--- src/rlpx_pkg.sv ---
// ----------------------------------------------------------------------------
// rlpx_pkg: shared types and constants of the run-length palette texel expander
// Holds the item and register codes, the command that passes from the front
// to the back, the back state type and the channel widening function.
// ----------------------------------------------------------------------------
package rlpx_pkg;

   // Largest image that is decoded; a larger pixel_total disables the output.
   localparam int MAX_PIXELS        = 307200;
   // Default palette depth handed to the top level.
   localparam int PALETTE_DEPTH_DEF = 256;
   // Entries in the command queue between front and back.
   localparam int QUEUE_DEPTH       = 4;

   // Field widths fixed by the interface.
   localparam int TOTAL_W = 19;
   localparam int RUN_W   = 5;
   localparam int CSR_IW  = 2;

   // Item operation codes.
   localparam logic OP_PALETTE = 1'b0;
   localparam logic OP_DATA    = 1'b1;

   // Configuration register indexes.
   localparam logic [CSR_IW-1:0] CSR_RLE_ENABLE       = 2'd0;
   localparam logic [CSR_IW-1:0] CSR_TRANSPARENT_LAST = 2'd1;
   localparam logic [CSR_IW-1:0] CSR_PIXEL_TOTAL      = 2'd2;

   // Register reset values.
   localparam logic [TOTAL_W-1:0] PIXEL_TOTAL_RST = 19'd307200;

   // Stream and palette constants.
   localparam logic [7:0]  RUN_SKIP     = 8'he0;
   localparam logic [31:0] ALPHA_OPAQUE = 32'hff00_0000;
   localparam logic [7:0]  LAST_ENTRY   = 8'd255;

   // Kind of work that the back carries out.
   typedef enum logic {
      CMD_WRITE,
      CMD_PIXEL
   } cmd_kind_type;

   // One queued command: a palette write, or a pixel index with its count.
   typedef struct packed {
      cmd_kind_type     kind;
      logic [7:0]       index;
      logic [31:0]      texel;
      logic [RUN_W-1:0] count;
      logic             oob;
      logic             done;
   } cmd_type;

   // Back sequencer states.
   typedef enum logic {
      BK_IDLE,
      BK_EMIT
   } back_state_type;

   // Widen a 6-bit channel to 8 bits by repeating its top bits.
   function automatic logic [7:0] widen6(input logic [5:0] c);
      return {c, c[5:4]};
   endfunction

endpackage

--- src/rlpx_queue.sv ---
// ----------------------------------------------------------------------------
// rlpx_queue: command queue between front and back
// A short first-in first-out store of commands so that item intake and
// pixel output stall independently.
// ----------------------------------------------------------------------------
module rlpx_queue import rlpx_pkg::*; (
   input  logic    clock,
   input  logic    reset,
   input  logic    push,
   input  cmd_type wr_cmd,
   output logic    full,
   input  logic    pop,
   output cmd_type rd_cmd,
   output logic    empty
);

   localparam int QPW = (QUEUE_DEPTH > 1) ? $clog2(QUEUE_DEPTH) : 1;
   localparam int QCW = $clog2(QUEUE_DEPTH + 1);

   cmd_type          entries_ff [QUEUE_DEPTH];
   logic [QPW-1:0]   wr_ptr_ff, wr_ptr_in;
   logic [QPW-1:0]   rd_ptr_ff, rd_ptr_in;
   logic [QCW-1:0]   count_ff, count_in;

   assign full   = (count_ff == QCW'(QUEUE_DEPTH));
   assign empty  = (count_ff == '0);
   assign rd_cmd = entries_ff[rd_ptr_ff];

   // Pointer and fill updates.
   always_comb begin
      wr_ptr_in = wr_ptr_ff;
      rd_ptr_in = rd_ptr_ff;
      count_in  = count_ff;
      if (push) begin
         wr_ptr_in = (wr_ptr_ff == QPW'(QUEUE_DEPTH - 1)) ? '0 : wr_ptr_ff + 1'b1;
      end
      if (pop) begin
         rd_ptr_in = (rd_ptr_ff == QPW'(QUEUE_DEPTH - 1)) ? '0 : rd_ptr_ff + 1'b1;
      end
      if (push && !pop) begin
         count_in = count_ff + 1'b1;
      end else if (pop && !push) begin
         count_in = count_ff - 1'b1;
      end
   end

   always_ff @(posedge clock) begin
      if (reset) begin
         wr_ptr_ff <= '0;
         rd_ptr_ff <= '0;
         count_ff  <= '0;
      end else begin
         wr_ptr_ff <= wr_ptr_in;
         rd_ptr_ff <= rd_ptr_in;
         count_ff  <= count_in;
      end
   end

   // Entry storage.
   always_ff @(posedge clock) begin
      if (push) begin
         entries_ff[wr_ptr_ff] <= wr_cmd;
      end
   end

`ifndef SYNTHESIS
   // The front never writes into a full queue.
   a_no_overflow: assert property (@(posedge clock) disable iff (reset)
      push |-> !full)
      else $error("push into full queue");

   // The back never reads an empty queue.
   a_no_underflow: assert property (@(posedge clock) disable iff (reset)
      pop |-> !empty)
      else $error("pop from empty queue");

   // The fill count stays within the storage.
   a_fill_bound: assert property (@(posedge clock) disable iff (reset)
      count_ff <= QCW'(QUEUE_DEPTH))
      else $error("queue fill count out of range");
`endif

endmodule

--- config.mk ---
export PLATFORM = sky130hd
export DESIGN_NAME = rlpx_queue
export DESIGN_NICKNAME = d
export VERILOG_FILES = /design/src/rlpx_pkg.sv /design/src/rlpx_queue.sv
export SDC_FILE = /design/constraint.sdc
export NUM_CORES = 1
export LEC_CHECK = 0
export BUFFER_PORTS_ARGS = -buffer_cell sky130_fd_sc_hd__buf_2
export CAP_MARGIN = 10
export CELL_PAD_IN_SITES_DETAIL_PLACEMENT = 2
export CELL_PAD_IN_SITES_GLOBAL_PLACEMENT = 2
export CORE_UTILIZATION = 46
export CTS_BUF_LIST = sky130_fd_sc_hd__clkbuf_8
export CTS_CLUSTER_DIAMETER = 40
export DETAILED_ROUTE_END_ITERATION = 16
export GPL_TIMING_DRIVEN = 0
export PLACE_DENSITY_LB_ADDON = 0.1
export SYNTH_ARGS = -nofsm -noshare
export SYNTH_HDL_FRONTEND = slang
export SYNTH_SLANG_ARGS = --single-unit
--- constraint.sdc ---
create_clock -name clock -period 2.5 [get_ports clock]
set_input_delay 0 -clock clock [delete_from_list [all_inputs] [get_ports clock]]
set_output_delay 0 -clock clock [all_outputs]
set_load 0.01 [all_outputs]
# Yosys cells after proc, flatten, opt, wreduce, memory -nomap -nowiden
# Memory sizes are Yosys's and may differ from the RTL's. A register that Yosys moved wholly into a read port is not among the register bits.
# Index checks and enable logic that the tools add are counted.
[word_totals]
ramBits = 192
ff_bits = 7
mem_count = 1
elab_cells = 25
mem_bits_ro = 0
out_inout_bits = 50
latchBits = 0
[memory_table]
columns = ["name", "words", "width", "rd", "rd_ports_with_merged_regs", "write_ports", "line_no", "text"]
rows = [
  ["entries_ff", 4, 48, 1, 1, 1, "rlpx_queue.sv:20", "cmd_type entries_ff [QUEUE_DEPTH];"],
]
[op_classes]
mux = 8
n_lt_le_gt_ge = 0
mul = 0
bitwise = 0
reduce_logical = 6
shift = 0
div = 0
n_eq_ne = 3
addsub = 4
[op_table]
columns = ["op", "n"]
rows = [
  ["$mux 2", 4],
  ["$mux 3", 2],
  ["$add 2x1->2 const B", 2],
  ["$eq 2x2->1 const B", 2],
  ["$add 3x1->3 const B", 1],
  ["$eq 3x3->1 const B", 1],
  ["$logic_not 3->1", 1],
  ["$sub 3x1->3 const B", 1],
  ["$logic_and 1x1->1", 2],
  ["$logic_not 1->1", 2],
  ["$mux 1", 2],
  ["$reduce_bool 2->1", 1],
]

# Longest topological paths before layout
[depth]
word_depth = 4
depth_mapped = 7

# Worst setup path before layout
# No wires, ideal clock.
[synth_timing]
path_type = "register to register"
start = "reg wr_ptr_ff[0]"
end = "mem entries_ff[3][0] (netlist name), enable pin"
setup_time_ps = 410
synth_period_minus_slack_ps = 2108
slack_ps = 392
stages_incl_launch_ff = 3
arrival_ps = 1697
path_cell_list = "dfxtp_1 > ha_1 > and2_1"
[synth_rtl]
columns = ["element", "line_no", "text"]
rows = [
  ["from (decl)", "rlpx_queue.sv:21", "logic [QPW-1:0] wr_ptr_ff, wr_ptr_in;"],
  ["from (signal assigned)", "rlpx_queue.sv:53", "wr_ptr_ff <= wr_ptr_in;"],
  ["to (decl)", "rlpx_queue.sv:20", ""],
]
# Straight into the memory's write port.

==> key figures <==
Outcome
  – Outcome: completed

Route
  – Antenna-violating nets left: 0
  – Vias post-DR: 3723
  – Via density: 5.15
  – Wire per inst: 25.1 µm
  – Remaining DRCs: 0
  – DRT iter0 DRCs: 224
  – DRT Pass-1 Iters: 4
  – Final wirelength: 18100 µm

Global route
  – Vias in the first global route: 4341
  – Overflow after GRT: 0
  – Gr usage total: 23.4%
  – Largest net degree at the start of global routing: 49
  – First-pass GRT wire length: 27100 µm
  – Initial antenna violation count: 0

Synth
  – Top cells by count, synth: edfxtp_1 (192), mux4_2 (48), dfxtp_1 (9)
  – Share of the synthesized area in the top cell type: 78.4%
  – Seq/Total Area, Yosys: 80.8%
  – Top-count cell post-synth: edfxtp_1
  – Synth area leaders: edfxtp_1 (78%), mux4_2 (15%), dfxtp_1 (2.4%), ha_1 (1.0%), mux2i_1 (0.54%)
  – Compound-cell area share of the yosys netlist: 0.204%
  – Top_reg_cell synth: edfxtp_1
  – #FFs+latches synth: 201
  – Post-Syn Nets: 353
  – XOR/XNOR Fraction of Synth Area: 0.238%
  – Mapped Cells: 294
  – Area leader, netlist: edfxtp_1
  – Synth cell types: 19
  – Mux cell area share after synthesis: 15.2%
  – Synthesized area per cell: 25.0 µm²
  – Number of flops mapped to enable cells by yosys: 192
  – Post-Syn Area: 0.00736 mm²
  – Simple-Gate Fraction of Synth Area: 1.05%
  – Post-Synth Adder-Cell Area: 1.29%
  – Async S/R FF share, synth: 0%
  – Largest family of logic cells by synthesized area: multiplexers
  – Synth warnings: 0

Floorplan
  – Row count: 45
  – # IOs: 102
  – Core ar.: 0.0154 mm²
  – Die height: 128 µm
  – Initial Utilization: 47.7%
  – Full die area: 0.0165 mm²
  – Die W: 128 µm

Placed design
  – Pre-CTS WS: 0.687 ns
  – HPWL after DPL: 9690 µm
  – Final GP Congestion: 0.618
  – Port-buffer cells: 101

Setup path
  – Max stage delay cell, worst path: mux4_2
  – Critical path type: flip-flop to output port
  – Crit path max fanout: 10
  – Worst path bufs/invs: 3
  – Worst EP required: 2.50 ns
  – CP cell instances: buf_2 > buf_2 > mux4_2 > buf_2
  – CP arrival: 2.11 ns
  – Cell with the most instances on the worst path: buf_2
  – Delay-heaviest family, CP: buffers and inverters
  – Max incr delay on CP: 0.39 ns
  – CP Launch Type: flip-flop
  – Worst setup EP type: output port

Final layout
  – N_diodes: 0
  – Multi-input logic area: 0.00133 mm²
  – Fillers: 1291
  – Nets: 547
  – Layout cells sized above 1: 41.0%
  – Sequential Area: 0.00595 mm²
  – P&R area growth vs syn: 27.3%

STA
  – Clock skew: 0.0308 ns
  – Final setup margin: 0.390 ns
  – RSZ-0062 raised after global routing: no
  – Final hold viol count: 0
  – Slew margin rel.: 48.2%
  – Final setup violation count: 0
  – Worst-Margin Slew: 0.777 ns
  – Fmax: 474 MHz
  – Final setup TNS: 0 ns
  – Min Tclk post-route: 2.11 ns
  – Max-slew violations: 0
  – Final Cycle Share: 84.4%

Clock tree
  – Post-CTS sizing: 0
  – Sinks on Clock Net: 201
  – TritonCTS Buffers: 37
  – Clock-pin slew on the worst setup and hold paths: 0.06 ns
  – CTS tree: done
  – Root buffer cell: clkbuf_8
  – Worst skew pair latency: 0.54 ns
  – Maximum clock path buffer count: 3
  – H-tree levels: 2
  – Postcts setup bufs: 0

Pwr
  – Total design power: 7.58 mW
  – Worst vdd ir: 0.570 mV
  – Pleak: 3.31 nW
  – Pwr/cell area: 809 mW/mm²

Worst hold path
  – Hold Crit Class: input port to flip-flop

Job
  – Maxcap violations: 0
-- stage by stage --
stage          util, %  cells  instance area, µm²  hold slack [ns]
2_1_floorplan        -    294                7360           0.0691
3_3_place_gp      52.7    606                8130            0.211
3_5_place_dp      53.1    609                8190            0.216
4_1_cts           60.7    723                9370            0.198
5_1_grt           60.7    723                9370            0.228
6_report          60.7    723                9370            0.227
-- kinds of logic (layout without fill, tap and decap cells) --
logic type	after synthesis	in the layout
DFF	201	201
muxes	52	52
and+or+nand+nor	15	15
buffers and inverters	14	232
adders and majority gates	7	7
AOI/OAI and AO/OA	3	3
xor gates and xnor gates	2	2
-- final timing paths --
path                              startpoint                end  slack [ns]  cells after the start
worst max-delay path               flip-flop          rd_cmd[8]        0.39                      4
worst min-delay path              wr_cmd[16]  entries_ff[1][16]        0.23                      2
worst max register to register  wr_ptr_ff[0]   entries_ff[2][4]        0.70                      4
worst min register to register   count_ff[2]        count_ff[2]        0.52                      2
-- what timing repair did --
item                                   in CTS  in global routing
hold buffers                               51                  0
setup endpoints to repair                   0                  0
endpoints found under the hold margin     201                  0
-- where the power goes --
part | switching (mW) | internal [mW]
sequential | 0.0601 | 3.86
combinational | 0.387 | 0.352
clock | 1.38 | 1.54
total | 1.83 | 5.75
-- layer usage --
metal	part of all wire [%]	vias to the layer above	GRT usage [%]	wire length [µm]
met5	0	-	0	0
met4	1.8	0	8.17	332
met3	3.8	26	4.20	696
met2	55	112	42.9	10000
met1	39	1946	27.7	7060
li1	-	1639	-	-
-- cells in the final DEF, fill, tap and decap left out, types with 2 or more instances in the layout --
master / n
a21oi_1: 2
and2_2: 3
buf_12: 3
buf_2: 104
buf_4: 2
buf_6: 3
clkbuf_1: 2
clkbuf_8: 39
clkinv_1: 4
clkinv_2: 4
clkinvlp_4: 2
dfxtp_1: 9
dlygate4sd3_1: 51
edfxtp_1: 192
ha_1: 6
inv_1: 17
mux2i_1: 4
mux4_2: 48
nor2_1: 7
nor3b_1: 2
xor2_1: 2
-- sequential cells by signal, indices dropped and copies added (netlist names), named ones only --
register and count:
rd_ptr_ff 2, count_ff 3, entries_ff 192, wr_ptr_ff 2
-- final cells by class --
type,instances,share of cell area (%)
Clock buffer,39,5.73
Timing Repair Buffer,155,11.5
Inverter,4,0.160
Buffer,10,0.761
Clock inverter,24,1.38
Multi-Input combinational cell,79,14.2
Sequential cell,201,63.5
Tap cell,211,2.82
Note: power is estimated with default switching activity, not from simulation.
