### src/rlpx_pkg.sv
// ----------------------------------------------------------------------------
// rlpx_pkg: shared types and constants of the run-length palette texel expander
// Holds the item and register codes, the command that passes from the front
// to the back, the back state type and the channel widening function.
// ----------------------------------------------------------------------------
package rlpx_pkg;

   // Largest image that is decoded; a larger pixel_total disables the output.
   localparam int MAX_PIXELS        = 307200;
   // Default palette depth handed to the top level.
   localparam int PALETTE_DEPTH_DEF = 256;
   // Entries in the command queue between front and back.
   localparam int QUEUE_DEPTH       = 4;

   // Field widths fixed by the interface.
   localparam int TOTAL_W = 19;
   localparam int RUN_W   = 5;
   localparam int CSR_IW  = 2;

   // Item operation codes.
   localparam logic OP_PALETTE = 1'b0;
   localparam logic OP_DATA    = 1'b1;

   // Configuration register indexes.
   localparam logic [CSR_IW-1:0] CSR_RLE_ENABLE       = 2'd0;
   localparam logic [CSR_IW-1:0] CSR_TRANSPARENT_LAST = 2'd1;
   localparam logic [CSR_IW-1:0] CSR_PIXEL_TOTAL      = 2'd2;

   // Register reset values.
   localparam logic [TOTAL_W-1:0] PIXEL_TOTAL_RST = 19'd307200;

   // Stream and palette constants.
   localparam logic [7:0]  RUN_SKIP     = 8'he0;
   localparam logic [31:0] ALPHA_OPAQUE = 32'hff00_0000;
   localparam logic [7:0]  LAST_ENTRY   = 8'd255;

   // Kind of work that the back carries out.
   typedef enum logic {
      CMD_WRITE,
      CMD_PIXEL
   } cmd_kind_type;

   // One queued command: a palette write, or a pixel index with its count.
   typedef struct packed {
      cmd_kind_type     kind;
      logic [7:0]       index;
      logic [31:0]      texel;
      logic [RUN_W-1:0] count;
      logic             oob;
      logic             done;
   } cmd_type;

   // Back sequencer states.
   typedef enum logic {
      BK_IDLE,
      BK_EMIT
   } back_state_type;

   // Widen a 6-bit channel to 8 bits by repeating its top bits.
   function automatic logic [7:0] widen6(input logic [5:0] c);
      return {c, c[5:4]};
   endfunction

endpackage

### src/rlpx_front.sv
// ----------------------------------------------------------------------------
// rlpx_front: item intake and run-length classification
// Holds the configuration registers and the decoder state, accepts items,
// and turns palette writes and pixel runs into commands for the back.
// ----------------------------------------------------------------------------
module rlpx_front import rlpx_pkg::*; #(
   parameter int PALETTE_DEPTH = PALETTE_DEPTH_DEF
) (
   input  logic               clock,
   input  logic               reset,
   // Item channel
   input  logic               req_push,
   output logic               req_full,
   input  logic               req_op,
   input  logic [7:0]         req_pal_index,
   input  logic [5:0]         req_red6,
   input  logic [5:0]         req_green6,
   input  logic [5:0]         req_blue6,
   input  logic [7:0]         req_data_byte,
   // Configuration channel
   input  logic               csr_valid,
   output logic               csr_ready,
   input  logic [CSR_IW-1:0]  csr_index,
   input  logic [TOTAL_W-1:0] csr_wdata,
   // Command queue
   input  logic               q_full,
   output logic               q_push,
   output cmd_type            q_cmd
);

   logic               rle_enable_ff, rle_enable_in;
   logic               transparent_last_ff, transparent_last_in;
   logic [TOTAL_W-1:0] pixel_total_ff, pixel_total_in;
   logic [TOTAL_W-1:0] emitted_ff, emitted_in;
   logic [RUN_W-1:0]   pending_ff, pending_in;
   logic               await_ff, await_in;

   logic               accept;
   logic               image_ok;
   logic               active;
   logic [TOTAL_W-1:0] remaining;
   logic               run_code;
   logic               emit_req;
   logic [RUN_W-1:0]   emit_count;
   logic [RUN_W-1:0]   emit_n;
   logic               trunc;
   logic               pal_in_range;
   logic [31:0]        pal_texel;

   assign accept    = req_push && !q_full;
   assign req_full  = q_full;
   assign csr_ready = 1'b1;

   // Image limits and the pixels still owed to the image.
   assign image_ok  = (pixel_total_ff != '0)
                      && ({2'b00, pixel_total_ff} <= 21'(MAX_PIXELS));
   assign active    = image_ok && (emitted_ff < pixel_total_ff);
   assign remaining = pixel_total_ff - emitted_ff;

   // Classify a data byte: run value, run code or literal pixel.
   assign run_code = rle_enable_ff && (req_data_byte >= RUN_SKIP);

   always_comb begin
      emit_req   = 1'b0;
      emit_count = '0;
      if (await_ff) begin
         emit_req   = 1'b1;
         emit_count = pending_ff;
      end else if (!run_code) begin
         emit_req   = 1'b1;
         emit_count = RUN_W'(1);
      end
   end

   // Clip the run at the end of the image.
   assign trunc  = {{(TOTAL_W-RUN_W){1'b0}}, emit_count} >= remaining;
   assign emit_n = trunc ? remaining[RUN_W-1:0] : emit_count;

   // Palette entry as it is stored.
   assign pal_in_range = {1'b0, req_pal_index} < 9'(PALETTE_DEPTH);
   always_comb begin
      pal_texel = ALPHA_OPAQUE
                  | {8'h00, widen6(req_blue6), widen6(req_green6), widen6(req_red6)};
      if (transparent_last_ff && (req_pal_index == LAST_ENTRY)) begin
         pal_texel = '0;
      end
   end

   // Command toward the back.
   always_comb begin
      q_push       = 1'b0;
      q_cmd.kind   = CMD_PIXEL;
      q_cmd.index  = req_data_byte;
      q_cmd.texel  = pal_texel;
      q_cmd.count  = emit_n;
      q_cmd.oob    = {1'b0, req_data_byte} >= 9'(PALETTE_DEPTH);
      q_cmd.done   = trunc;
      if (req_op == OP_PALETTE) begin
         q_cmd.kind  = CMD_WRITE;
         q_cmd.index = req_pal_index;
         q_push      = accept && pal_in_range;
      end else begin
         q_push      = accept && active && emit_req;
      end
   end

   // Decoder state update.
   always_comb begin
      emitted_in = emitted_ff;
      pending_in = pending_ff;
      await_in   = await_ff;
      if (accept && (req_op == OP_DATA) && active) begin
         if (await_ff) begin
            await_in   = 1'b0;
            pending_in = '0;
         end else if (run_code && (req_data_byte != RUN_SKIP)) begin
            await_in   = 1'b1;
            pending_in = req_data_byte[RUN_W-1:0];
         end
         if (emit_req) begin
            emitted_in = emitted_ff + TOTAL_W'(emit_n);
         end
      end
   end

   // Configuration register writes.
   always_comb begin
      rle_enable_in       = rle_enable_ff;
      transparent_last_in = transparent_last_ff;
      pixel_total_in      = pixel_total_ff;
      if (csr_valid) begin
         unique case (csr_index)
            CSR_RLE_ENABLE:       rle_enable_in       = csr_wdata[0];
            CSR_TRANSPARENT_LAST: transparent_last_in = csr_wdata[0];
            CSR_PIXEL_TOTAL:      pixel_total_in      = csr_wdata;
            default: ;
         endcase
      end
   end

   always_ff @(posedge clock) begin
      if (reset) begin
         rle_enable_ff       <= 1'b1;
         transparent_last_ff <= 1'b1;
         pixel_total_ff      <= PIXEL_TOTAL_RST;
         emitted_ff          <= '0;
         pending_ff          <= '0;
         await_ff            <= 1'b0;
      end else begin
         rle_enable_ff       <= rle_enable_in;
         transparent_last_ff <= transparent_last_in;
         pixel_total_ff      <= pixel_total_in;
         emitted_ff          <= emitted_in;
         pending_ff          <= pending_in;
         await_ff            <= await_in;
      end
   end

`ifndef SYNTHESIS
   // A pending run always has a length of at least one.
   a_await_len: assert property (@(posedge clock) disable iff (reset)
      await_ff |-> (pending_ff != '0))
      else $error("run pending with zero length");

   // Every pixel command carries at least one pixel.
   a_pixel_count: assert property (@(posedge clock) disable iff (reset)
      (q_push && (q_cmd.kind == CMD_PIXEL)) |-> (q_cmd.count != '0))
      else $error("pixel command with zero count");

   // A run code or a skip byte starts no command and leaves the count alone.
   a_code_quiet: assert property (@(posedge clock) disable iff (reset)
      (accept && (req_op == OP_DATA) && !await_ff && run_code)
      |-> (!q_push && (emitted_in == emitted_ff)))
      else $error("run code produced pixels");
`endif

endmodule

### config.mk
export PLATFORM = sky130hd
export DESIGN_NAME = rlpx_front
export DESIGN_NICKNAME = d
export VERILOG_FILES = /design/src/rlpx_pkg.sv /design/src/rlpx_front.sv
export SDC_FILE = /design/constraint.sdc
export NUM_CORES = 1
export LEC_CHECK = 0
export BUFFER_PORTS_ARGS = -buffer_cell sky130_fd_sc_hd__buf_2
export CAP_MARGIN = 5
export CORE_ASPECT_RATIO = 0.6
export CORE_UTILIZATION = 55
export CTS_BUF_LIST = sky130_fd_sc_hd__clkbuf_8
export DETAILED_ROUTE_END_ITERATION = 6
export PLACE_DENSITY_LB_ADDON = 0.05
export SYNTH_ARGS = -nofsm -noshare
export SYNTH_HDL_FRONTEND = slang
export SYNTH_SLANG_ARGS = --single-unit
### constraint.sdc
create_clock -name clock -period 6.6 [get_ports clock]
set_input_delay 0.66 -clock clock [delete_from_list [all_inputs] [get_ports clock]]
set_output_delay 0.66 -clock clock [all_outputs]
set_load 0.02 [all_outputs]
; Yosys cells after proc, flatten, opt, wreduce, memory -nomap -nowiden
; Cells that the tools add are included.
[totals]
ff_bits = 46
in_bits = 61
out_inout_bits = 51
elab_cells = 47
[classes]
addsub = 2
order_cmp = 4
n_eq_ne = 4
mux = 12
reduce_logical = 19
[ops]
columns = op, n
row1 = 32-bit 2-to-1 mux, 1
row2 = 5-bit 2-to-1 mux, 4
row3 = 19-bit by 5-bit adder with 19-bit output, 1
row4 = 5-bit by 19-bit >= comparator with 1-bit output, 1
row5 = "19-bit <= comparator, second input constant", 1
row6 = 19-bit less-than comparator, 1
row7 = 19-bit nonzero test, 1
row8 = 19-bit subtractor, 1
row9 = 1-bit logical AND, 10
row10 = 2-bit AND reduction, 5
row11 = 9-bit 2-to-1 mux, 1
row12 = "8-bit equality test, second input constant", 1
row13 = "8-bit >= comparator, second input constant", 1
row14 = "8-bit != test, second input constant", 1
row15 = 1-bit 2-to-1 mux, 6
row16 = "2-bit by 1-bit equality test with 1-bit output, second input constant", 1
row17 = "2-bit equality test, second input constant", 1
row18 = 2-bit logical NOT, 1
row19 = 2-bit nonzero test, 1
row20 = 1-bit logical NOT, 1

; Depth between registers and ports, before layout
; Gate-level depths: netlist (run 1).
[logic_depth]
depth_word = 7
ltp_mapped = 23
mapped_depth_nobuf = 21

; Least setup slack after synthesis (run 1)
; OpenSTA, ideal clock, no wires.
[synth_timing]
kind = register to register
from = reg pixel_total_ff[0]
to = reg emitted_ff[7]
setup_ps = 70
arrival_ps = 5048
required_time_ps = 6530
slack_ps = 1481
path_stages_with_launch = 21
n_path_buf = 1
period_less_slack_ps = 5119
cell_sequence = dfxtp_1 > inv_1 > ha_1 > fa_1 > nand2b_1 > a211oi_2 > o21ai_1 > a2111oi_2 > nor3_1 > or3_1 > or4_1 > buf_6 > mux2i_1 > ha_1 > a21o_1 > a21o_1 > a21o_1 > a21oi_1 > nor3_1 > a31o_2 > a21oi_1
[synth_rtl]
columns = element, line_no
row1 = start: declaration, rlpx_front.sv:33  ; logic [TOTAL_W-1:0] pixel_total_ff, pixel_total_in;
row2 = start signal: assignment, rlpx_front.sv:152  ; pixel_total_ff <= pixel_total_in;
row3 = end signal: assignment, rlpx_front.sv:153  ; emitted_ff <= emitted_in;
row4 = end: declaration, rlpx_front.sv:34  ; logic [TOTAL_W-1:0] emitted_ff, emitted_in;

; Worst setup path in the final report (run 1)
[layout_timing]
from = reg pixel_total_ff[0]
to = reg emitted_ff[7]
[layout_via]
elab_chain_len = 5
elab_cells_between_ends = 11
classes_between = add/sub: 2 / order compare: 3 / mux: 1 / reduce/logical: 5
[layout_lines]
columns = element
row1 = "parallel branches: the longest is 5 deep, another holds 19-bit subtractor"
; Several ways; the timed one is not identified.
; A chain may end at the register's enable or synchronous reset.

==> results of run 1 <==
==> power breakdown <==
group          internal, mW  switching [mW]
Sequential            0.283         0.00658
Combinational        0.0878           0.124
Clock                0.0736           0.107
Total                 0.444           0.238
==> final timing paths <==
kind	start	end	cells past startpoint
setup reg to reg	pixel_total_ff[0]	emitted_ff[7]	19
setup / recovery	pixel_total_ff[0]	emitted_ff[7]	19
hold / removal	pending_ff[2]	pending_ff[2]	2
hold reg to reg	pending_ff[2]	pending_ff[2]	2
==> layout by cell type (no fill, tap or decap), drive strengths merged, types with 3 or more instances in the layout <==
master   count
a2111oi      4
a211o        3
a211oi       9
a21o        12
a21oi       48
a311oi       3
a31oi        3
and3         3
buf        111
clkbuf       5
dfxtp       46
ha          29
inv         41
mux2        10
mux2i        8
nand2       75
nand2b       4
nand3       10
nand3b       6
nand4        9
nor2        48
nor2b       20
nor3        10
nor4        15
nor4b        3
o211ai       5
o21ai       20
or3          4
xnor2       22
==> worst max-delay path: cells and delay by family, from the launching register on <==
| family | cells | cell delay [ps] |
|---|---|---|
| adder cells (fa/ha/maj) | 3 | 970 |
| flip-flops | 1 | 370 |
| buffers and inverters | 1 | 60 |
| multiplexers | 1 | 470 |
| AO/OA/AOI/OAI | 11 | 2800 |
| AND/OR/NAND/NOR | 3 | 920 |
==> state kept, by name, indices dropped and copies added, names as in the netlist <==
register             cells
pending_ff               5
rle_enable_ff            1
await_ff                 1
transparent_last_ff      1
pixel_total_ff          19
emitted_ff              19
==> per-layer routing <==
| metal | global-route usage [%] | up-vias | part of all wire (%) |
|---|---|---|---|
| met3 | 9.920 | 21 | 12 |
| met2 | 45.03 | 248 | 39 |
| met5 | 0 | - | 0.11 |
| met1 | 46.75 | 1914 | 48 |
| li1 | - | 2042 | - |
| met4 | 7.000 | 2 | 1.3 |
==> per-stage QoR <==
stage	hold slack, ps	std cells
after floorplan	432.1	542
after global placement	441.7	700
after detailed placement	452.5	700
after CTS	467.7	708
after global routing	498.7	708
final	468.7	708
==> layout make-up <==
class	instances	area, um^2
Multi-Input combinational cell	416	2704
Inverter	40	150.1
Fill cell	603	2347
Sequential cell	46	920.9
Clock inverter	3	17.52
Timing Repair Buffer	111	560.5
Clock buffer	5	68.82
Tap cell	87	108.9
==> synthesized netlist by cell type (3+ instances only) <==
master,n
nand3_1,10
nor4b_1,3
ha_1,29
nor2b_1,20
o211ai_1,5
nor3_1,10
nand2_1,75
nand4_1,9
o21ai_1,5
nand2b_1,4
nor2_1,48
nor4_1,15
a211oi_1,7
clkbuf_1,12
mux2_2,10
dfxtp_1,46
a2111oi_0,3
nand3b_1,6
buf_4,20
mux2i_1,8
buf_6,3
a21o_1,12
a31oi_1,3
o21ai_0,14
xnor2_1,22
a21oi_1,47
inv_1,40
==> logic make-up (layout without fill, tap and decap cells) <==
logic type / count (synthesis) / after routing / synth area share (%)
compound gates: 123 / 123 / 20.02
flops: 46 / 46 / 22.84
other cells: 2 / 2 / 0.1863
xor+xnor: 24 / 24 / 5.214
buf+inv: 80 / 159 / 10.21
fa+ha+maj: 31 / 31 / 9.994
simple gates: 218 / 218 / 26.75
mux: 18 / 18 / 4.780
==> impl_metrics.ini, run 1 <==
[status]
outcome = completed

[finish]
fin_nets = 712
design_area_um2 = 4531
area_delta_synth_final_pct = 12.38
diodes = 0
drive_above_1_share_pct = 23.35
final_util_pct = 65.87

[worst_setup_path]
critPathMaxStageDelay_ps = 570
worstPathCellList = inv_1, ha_1, fa_1, nand2b_1, a211oi_2, o21ai_1, o311ai_0, a311oi_1, a211o_2, or4_1, mux2i_1, ha_1, a21o_1, a21o_1, a21o_1, a21oi_1, nor3_1, a31o_2, a21oi_1
start_kind = flop
endpoint_kind = flop
required_ps = 6830
cp.arrival_ps = 5910
cp_max_fo = 6
regToRegSetupSlack_ps = 920
crit_type = flop to flop
crit_path_frequent_cell = a21o_1
crit_slowest_cell = or4_1

[routing]
drc = 0
routedWlPerCell_um = 17.23
vias = 4227
viasPerCell = 5.970
routed_wirelength_mm = 12.20
drt-pass1-iter-count = 5
drtIter0Drc = 394
drtAntennaViolNets = 0

[sta]
fin_ws_ps = 923.4
fin_crit_sh_pct = 86.01
period_minus_slack_ps = 5677
setup_violations = 0
hold_violations = 0
setup_tns_ps = 0
max_slew.worst_pin.slew_ps = 1015
skew_ps = 13.49
rsz0062_at_grt = false
slew_viol_final = 0
max_slew_margin_pct = 31.98
fmaxAchievable_mhz = 176.2

[floorplanning]
pin_count = 112
dieArea_um2 = 7687
die_width_um = 112.5
start_util_pct = 58.61
fp.dieH_um = 68.32
core_um2 = 6878
row_count = 23

[clock_tree]
numCtsBuffers = 5
ctsHoldBuffers = 0
worst_skew_pair.late_latency_ps = 320
cts_setup_buffers = 0
htreeDepth = 2
cts_root_buffer = clkbuf_8
cts_tree = yes
cts_sinks = 46
post_cts_resize_count = 0
clockBufferDepth = 2
cts.reportedPaths.clkPinSlew_ps = 100

[placement]
dp_slack_ps = 1100
hpwlAfterDp_mm = 9.798
globalplace.congestion = 0.9466
place_area_um2 = 4444
port_buffers = 109

[power_and_ir_drop]
p_total_mw = 0.6826
p_per_area_nw_per_um2 = 150.7
ir_drop_mv = 0.1115
cellLeakagePower_nw = 2.004

[yosys]
postSynthCellCount = 542
async_flop_share_pct = 0
ys.flop_type = dfxtp_1
ys_ff_latch = 46
synth_top_area_share_pct = 22.84
syn_area_um2 = 4031
seq_area_frac_synth_pct = 22.84
synthTopCellsByArea = dfxtp_1 23%, ha_1 9.0%, nand2_1 7.0%
ys_types = 66
synth_top_area_cell = dfxtp_1
synth_nets = 634
avgSynthCellArea_um2 = 7.438
synth_warnings = 0
synth-edff-count = 0

[grt]
grt.overflow.total = 0
grt.total_usage_pct = 31.95
grt_max_degree = 50
antenna_found_initial = 1
grt_pass1_wl_mm = 18.71
grt_pass1_vias = 3635

[run]
max_cap_violations = 0

[hold_path]
hold_path_class = flop to flop
(Power assumes the default switching activity.)
==> run 2: changes to the inputs <==
--- a/config.mk
+++ b/config.mk
@@ -12,6 +12,7 @@
 export CTS_BUF_LIST = sky130_fd_sc_hd__clkbuf_8
 export DETAILED_ROUTE_END_ITERATION = 6
 export PLACE_DENSITY_LB_ADDON = 0.05
+export REMOVE_ABC_BUFFERS = 1
 export SYNTH_ARGS = -nofsm -noshare
 export SYNTH_HDL_FRONTEND = slang
 export SYNTH_SLANG_ARGS = --single-unit
==> run 2 against run 1 <==
  * Clock power rose by 8%
  * Count of clock-buffer cells in the layout did not move
  * Flip-flop and latch count did not move
  * Hold slack got worse by 1.6 ps
  * Utilization rose by 0.16 points
  * Final cell count did not move
  * Register-to-register slack improved by 50 ps
  * Fmax rose by 0.84%
  * Global-route usage fell by 0.49 points
  * Via count fell by 2.0%
  * Clock skew rose by 1.7 ps
  * Critical path type unchanged
  * Largest cell class unchanged
  * Largest power group unchanged
  * Highest routed layer is now met4
==> impl_metrics.ini, run 2 (synthesis gave the netlist of run 1 again) <==
[routing]
routed_wirelength_mm = 11.89
drtAntennaViolNets = 0
drt-pass1-iter-count = 5
drtIter0Drc = 397
drc = 0
vias = 4142
routedWlPerCell_um = 16.80
viasPerCell = 5.850

[clock_tree]
cts_root_buffer = clkbuf_8
cts_sinks = 46
cts.reportedPaths.clkPinSlew_ps = 110
cts_tree = yes
ctsHoldBuffers = 0
worst_skew_pair.late_latency_ps = 310
numCtsBuffers = 5
cts_setup_buffers = 0
post_cts_resize_count = 0
htreeDepth = 2
clockBufferDepth = 2

[power_and_ir_drop]
p_sw_share_pct = 35.33
p_total_mw = 0.6968
power_frac_clock_pct = 28.1
pwr-share-seq_pct = 41.6
p_switching_mw = 0.2462
p_per_area_nw_per_um2 = 153.4
internal-power_mw = 0.4506
p_comb_share_pct = 30.3
cellLeakagePower_nw = 2.005
ir_drop_mv = 0.09204

[floorplanning]
core_um2 = 6878
start_util_pct = 58.61
row_count = 23
fp.dieH_um = 68.32
die_width_um = 112.5
dieArea_um2 = 7687
pin_count = 112

[placement]
globalplace.congestion = 0.9133
dp_slack_ps = 1017
port_buffers = 109
hpwlAfterDp_mm = 9.630

[grt]
antenna_found_initial = 0
grt.total_usage_pct = 31.46
grt.overflow.total = 0
grt_pass1_vias = 3565
grt_max_degree = 50
grt_pass1_wl_mm = 18.46

[finish]
final_common_cell = buf_2
drive_above_1_share_pct = 23.51
final_util_pct = 66.04
final_cell_mix = 109 x buf_2, 75 x nand2_1, 48 x nor2_1, 47 x a21oi_1, 46 x dfxtp_1
nFillCells = 576
fin_nets = 712
diodes = 0
largestRegisters = emitted_ff: 19 flops, pixel_total_ff: 19 flops, pending_ff: 5 flops
area_delta_synth_final_pct = 12.66

[worst_setup_path]
crit_slowest_cell = or4_1
cp_num_buf_inv = 2
cp_max_fo = 6
endpoint_kind = flop
cpLargestDelayFamily = compound AO/OA/AOI/OAI gates
required_ps = 6860
critPathMaxStageDelay_ps = 690
regToRegSetupSlack_ps = 970
crit_type = flop to flop
worstPathCellList = inv_1, ha_1, fa_1, nand2b_1, a211oi_2, o21ai_1, a2111oi_2, nor3_1, or3_1, or4_1, mux2i_1, ha_1, fa_1, a21o_1, a21oi_1, inv_1, a21oi_1, nor4_1, a211oi_1, a31o_2
start_kind = flop
cp.arrival_ps = 5890

[sta]
max_slew.worst_pin.slew_ps = 1009
fin_ws_ps = 970.9
setup_tns_ps = 0
rsz0062_at_grt = false
fin_crit_sh_pct = 85.29
max_slew_margin_pct = 32.34
setup_violations = 0
fmaxAchievable_mhz = 177.6
hold_violations = 0
slew_viol_final = 0
period_minus_slack_ps = 5629
holdWs_ps = 467.1
skew_ps = 15.23

[run]
max_cap_violations = 0

[hold_path]
hold_path_class = flop to flop

[status]
outcome = completed
## run 2: cell count changes in the layout (fill, tap and decap cells not counted), sizes merged
cell	change
inv	+1
clkinv	-1
## run 2: worst reg2reg max path: cells and delay by family, from the launching register on
family / cells / cell delay [ps]
adder cells (fa/ha/maj): 4 / 1330
AO/OA/AOI/OAI: 8 / 2020
multiplexers: 1 / 220
flip-flops: 1 / 360
AND/OR/NAND/NOR: 5 / 1540
buffers and inverters: 2 / 120
## run 2: path summary, 6_finish.rpt
path	start	cells after the start	end
min reg2reg	pending_ff[2]	2	pending_ff[2]
min	pending_ff[2]	2	pending_ff[2]
max reg2reg	pixel_total_ff[0]	20	emitted_ff[18]
max	pixel_total_ff[0]	20	emitted_ff[18]
## run 2: metrics by stage
stage                     cells  area [um^2]
after floorplan             502         3770
after global routing        708         4542
after detailed placement    700         4444
final                       708         4542
after global placement      700         4444
after CTS                   708         4542
## run 2: layer usage
layer | routed length [um] | global-route usage, % | vias up
met5 | 0 | 0 | -
met4 | 104 | 7.167 | 0
met3 | 1080 | 5.669 | 9
met2 | 4899 | 46.58 | 208
met1 | 5809 | 46.91 | 1883
li1 | - | - | 2042
## run 2: area by class of cell
class	instances	area (um^2)	area share (%)
clock buffer	5	68.82	1.515
clock inverter	3	28.78	0.6336
inverter	40	150.1	3.306
tap	87	108.9	2.397
timing repair buffer	111	560.5	12.34
multi-input combinational	416	2704	59.53
sequential	46	920.9	20.28
## run 2: power by group through the flow
stage / combinational (mW) / sequential, mW / clock [mW]
global placement: 0.203 / 0.296 / 0
finish: 0.211 / 0.290 / 0.196
CTS: 0.208 / 0.289 / 0.198
floorplan: 0.138 / 0.293 / 0
detailed placement: 0.207 / 0.296 / 0
global route: 0.231 / 0.290 / 0.210
